[config.mk]
export PLATFORM = sky130hd
export DESIGN_NAME = pgd_shade
export DESIGN_NICKNAME = d
export VERILOG_FILES = /design/src/pgd_pkg.sv /design/src/pgd_shade.sv
export SDC_FILE = /design/constraint.sdc
export NUM_CORES = 1
export LEC_CHECK = 0
export BUFFER_PORTS_ARGS = -buffer_cell sky130_fd_sc_hd__buf_2
export CORE_MARGIN = 2
export CORE_UTILIZATION = 63
export DETAILED_ROUTE_END_ITERATION = 8
export PLACE_DENSITY = 0.91
export SKIP_LAST_GASP = 1
export SYNTH_ARGS = -nofsm -noshare
export SYNTH_HDL_FRONTEND = slang
export SYNTH_SLANG_ARGS = --single-unit
[constraint.sdc]
create_clock -name vclk -period 8.9
set_clock_uncertainty 0.1 [all_clocks]
set_input_delay 0.445 -clock vclk [all_inputs]
set_output_delay 0.445 -clock vclk [all_outputs]
set_load 0.02 [all_outputs]
[src/pgd_pkg.sv]
`timescale 1ns / 1ps
// ----------------------------------------------------------------------------
// pgd_pkg
// Shared types, constants and helpers of the gray palette dither converter.
// ----------------------------------------------------------------------------
package pgd_pkg;

    // Palette depth and address width
    localparam int PAL_ENTRIES = 256;
    localparam int PAL_AW      = $clog2(PAL_ENTRIES);
    localparam logic [8:0] PAL_LIMIT = 9'(PAL_ENTRIES);

    // Item kinds
    typedef enum logic [1:0] {
        MODE_LOAD  = 2'd0,
        MODE_INDEX = 2'd1,
        MODE_RGB   = 2'd2
    } t_mode;

    // Indexed pixel thresholds on the weighted sum 30R+59G+11B, i.e. 100x the
    // luminance levels 70, 128 and 192.
    localparam logic [14:0] PAL_TH3 = 15'd7000;
    localparam logic [14:0] PAL_TH2 = 15'd12800;
    localparam logic [14:0] PAL_TH1 = 15'd19200;

    // Raw index used as luminance
    localparam logic [7:0] IDX_TH3 = 8'd70;
    localparam logic [7:0] IDX_TH2 = 8'd128;
    localparam logic [7:0] IDX_TH1 = 8'd192;

    // RGB555 thresholds on the weighted sum s: s*255/3100 < T  <=>  s < ceil(3100*T/255)
    localparam logic [11:0] RGB_TH3 = 12'd851;
    localparam logic [11:0] RGB_TH2 = 12'd1557;
    localparam logic [11:0] RGB_TH1 = 12'd2335;

    // Palette entry
    typedef struct packed {
        logic [7:0] red;
        logic [7:0] green;
        logic [7:0] blue;
    } t_rgb;

    // Pixel held between the input register and the result register
    typedef struct packed {
        logic        is_rgb;
        logic        outside;
        logic [14:0] pixel_value;
        logic [2:0]  x_lo;
        logic [2:0]  y_lo;
    } t_pix;

    // Pack a gray level as RGB565 with v = (3 - level) * 85
    function automatic logic [15:0] pack565(input logic [1:0] level);
        logic [4:0] v5;
        logic [5:0] v6;
        unique case (level)
            2'd0: begin v5 = 5'd31; v6 = 6'd63; end
            2'd1: begin v5 = 5'd21; v6 = 6'd42; end
            2'd2: begin v5 = 5'd10; v6 = 6'd21; end
            default: begin v5 = 5'd0; v6 = 6'd0; end
        endcase
        return {v5, v6, v5};
    endfunction

endpackage

[src/pgd_shade.sv]
`timescale 1ns / 1ps
// ----------------------------------------------------------------------------
// pgd_shade
// Luminance, four-level quantization, ordered dither and RGB565 packing.
// ----------------------------------------------------------------------------
module pgd_shade
    import pgd_pkg::*;
(
    input  t_pix        i_pix,
    input  t_rgb        i_entry,
    input  logic        i_palette_enabled,
    output logic [15:0] o_color,
    output logic [1:0]  o_level
);

    logic [14:0] pal_sum;
    logic [11:0] rgb_sum;
    logic [4:0]  r5, g5, b5;
    logic [7:0]  idx;
    logic        idx_ok;
    logic [1:0]  base_level;
    logic [1:0]  level;
    logic [2:0]  dith_a;
    logic [2:0]  dith_b;

    assign idx    = i_pix.pixel_value[7:0];
    assign idx_ok = {1'b0, idx} < PAL_LIMIT;
    assign r5     = i_pix.pixel_value[14:10];
    assign g5     = i_pix.pixel_value[9:5];
    assign b5     = i_pix.pixel_value[4:0];

    assign pal_sum = 15'(i_entry.red) * 15'd30 + 15'(i_entry.green) * 15'd59
                   + 15'(i_entry.blue) * 15'd11;
    assign rgb_sum = 12'(r5) * 12'd30 + 12'(g5) * 12'd59 + 12'(b5) * 12'd11;

    // Dither phases: (x + 3y) mod 4 and (3x + y) mod 8
    assign dith_a = i_pix.x_lo + 3'(i_pix.y_lo * 3'd3);
    assign dith_b = 3'(i_pix.x_lo * 3'd3) + i_pix.y_lo;

    always_comb begin
        if (i_pix.is_rgb) begin
            if (rgb_sum < RGB_TH3)      base_level = 2'd3;
            else if (rgb_sum < RGB_TH2) base_level = 2'd2;
            else if (rgb_sum < RGB_TH1) base_level = 2'd1;
            else                        base_level = 2'd0;
        end else if (!i_palette_enabled) begin
            if (idx < IDX_TH3)      base_level = 2'd3;
            else if (idx < IDX_TH2) base_level = 2'd2;
            else if (idx < IDX_TH1) base_level = 2'd1;
            else                    base_level = 2'd0;
        end else if (!idx_ok) begin
            base_level = 2'd3;
        end else begin
            if (pal_sum < PAL_TH3)      base_level = 2'd3;
            else if (pal_sum < PAL_TH2) base_level = 2'd2;
            else if (pal_sum < PAL_TH1) base_level = 2'd1;
            else                        base_level = 2'd0;
        end
    end

    always_comb begin
        level = base_level;
        if (!i_pix.is_rgb) begin
            if (base_level == 2'd2 && dith_a[1:0] == 2'd0) begin
                level = 2'd1;
            end else if (base_level == 2'd1 && dith_b == 3'd0) begin
                level = 2'd2;
            end
        end
    end

    assign o_level = i_pix.outside ? 2'd3  : level;
    assign o_color = i_pix.outside ? 16'd0 : pack565(level);

endmodule

==> reports/results.ini <==
[yosys]
seq_area_frac_synth_pct=0
yosysWarnings=0
syn_avg_cell_area_um2=9.23
syn_area_um2=5460
syn_nets=852
synthDistinctLibCells=49
synth_cells=591

[routing]
detail-route-antenna-nets=0
drc=0
vias=4134
drtPass1Iterations=4
drt_iter0_markers=252
wirelength_mm=11.2
wire_per_inst_um=15.0
routed_via_density=5.54

[die]
ioPinCount=66
dieArea_um2=9420
die_x_um=97.1
core_area_um2=8300
start_util_pct=65.8
fp-row-count=33
die_y_um=97.1

[clock_network]
postCtsSetupBuffers=0
ctsResizeCount=0
hold_buffers=0

[run_status]
status=completed

[timing]
min_period_over_period_pct=89.2
rsz0062_at_grt=false
maxSlewViolCount=0
fmax_mhz=126
fin_crit_ns=7.94
fin_ws_ns=0.965
setup_total_negative_slack_ns=0
setup_viol=0
slew_headroom_pct=57.6
finalHoldViolCount=0
worstMarginPinSlew_ns=0.632

[min_path]
hold_start=i_pix[21]
hold_end=o_level[1]
holdPathStages=3
hold_class=in2out

[worst_setup_path]
cp_max_fo=9
cp-end-kind=primary output
cp-start-kind=primary input
critPathTopFamily=adder cells
crit_required_ns=8.36
crit_buf_inv=6
crit_type=in2out
slowest_stage=fa_1
cp.arrival_ns=7.39
slowest_delay_ns=0.55

[final_layout]
seq_area_um2=0
syn2layout_area_growth_pct=6.24
design_area_um2=5800
fillCellCount=582
fin_cells=746
multiInputGateArea_um2=4690
clkbuf_count=0
seq_cells=0
nNetsFinal=904
drive_above_1_share_pct=11.9
diodes=0

[placement]
dp_hpwl_mm=10.4
place_congestion=0.929
placed_area_um2=5800
dp_slack_ns=0.977
dp_cells=746
port_buffers=66

[job]
maxCapViolCount=0

[global_route]
gr-usage-all-layers_pct=26.0
grt_pass1_vias=4717
grt_max_degree=11
globalRouteOverflowTotal=0
antenna_found_initial=0
grt_pass1_wl_mm=20.5

layer usage:
metal	wire length [um]	up-vias	GRT usage [%]
li1	-	1955	-
met1	4360	2025	32.5
met2	5950	124	48.7
met3	460	30	0.791
met4	424	0	7.91
met5	0	-	0
through the flow:
stage | util [%] | hold WS, ns
after global routing | 69.9 | 1.17
final | 69.9 | 1.15
after CTS | 69.9 | 1.14
after global placement | 69.9 | 1.14
after floorplan | - | 0.939
after detailed placement | 69.9 | 1.14
layout make-up:
cell class | count | share of cell area [%]
repair buffers | 66 | 5.70
multi-input cells | 402 | 80.8
well taps | 105 | 2.27
inverters | 173 | 11.2
cell usage after synthesis (2+ instances only):
cell / n / area share [%]
xnor2_1: 27 / 4.3
or3_1: 3 / 0.34
nand3_1: 5 / 0.46
nor3_1: 10 / 0.92
a21o_1: 6 / 0.83
nor4_1: 2 / 0.23
ha_1: 111 / 25
a21oi_1: 30 / 2.8
o21a_1: 3 / 0.41
a211oi_1: 4 / 0.55
a211o_1: 2 / 0.32
nor2b_1: 3 / 0.34
xor2_1: 8 / 1.3
inv_1: 173 / 12
o22ai_1: 2 / 0.23
o21ai_0: 8 / 0.73
o211ai_1: 2 / 0.28
buf_4: 14 / 1.9
o311a_1: 2 / 0.37
o21bai_1: 11 / 1.5
nand2_1: 13 / 0.89
fa_1: 102 / 37
nand4_1: 2 / 0.23
o2111ai_1: 2 / 0.32
o31ai_1: 2 / 0.28
nor2_1: 17 / 1.2
nand2b_1: 2 / 0.23
nor3b_1: 4 / 0.55
logic make-up (layout without fill, tap and decap cells):
kind of cell | after synthesis | count (layout) | synth area share (%)
buffers and inverters | 189 | 239 | 14.1
AO/OA/AOI/OAI | 85 | 85 | 10.7
adder cells (fa/ha/maj) | 213 | 213 | 62.9
AND/OR/NAND/NOR | 67 | 67 | 6.30
multiplexers | 2 | 2 | 0.390
XOR/XNOR | 35 | 35 | 5.62
worst max-delay path by stage:
| stage | from | endpoint | slack (ns) | cells after the start |
|---|---|---|---|---|
| after floorplan | i_entry[16] | o_color[10] | 1.26 | 26 |
| after global placement | i_entry[16] | o_color[10] | 1.28 | 27 |
| after detailed placement | i_entry[19] | o_color[2] | 0.98 | 28 |
| after CTS | i_entry[19] | o_color[2] | 0.96 | 28 |
| after global routing | i_entry[19] | o_color[0] | 0.47 | 28 |
| final | i_entry[19] | o_color[2] | 0.96 | 28 |
cells in the final DEF, fill, tap and decap left out, drive strengths merged, types with 3 or more instances in the layout:
cell type    n
o21bai      11
or3          3
nand3        6
o21ai        8
a21oi       31
o21a         3
inv        173
a21o         6
nand2       13
xor2         8
xnor2       27
nor3b        4
nor3        11
nor2        17
nor2b        3
a211oi       4
ha         111
fa         102
buf         66
Power is not shown: default switching activity piles up to over one toggle a cycle in this logic, so the estimate is an artifact.
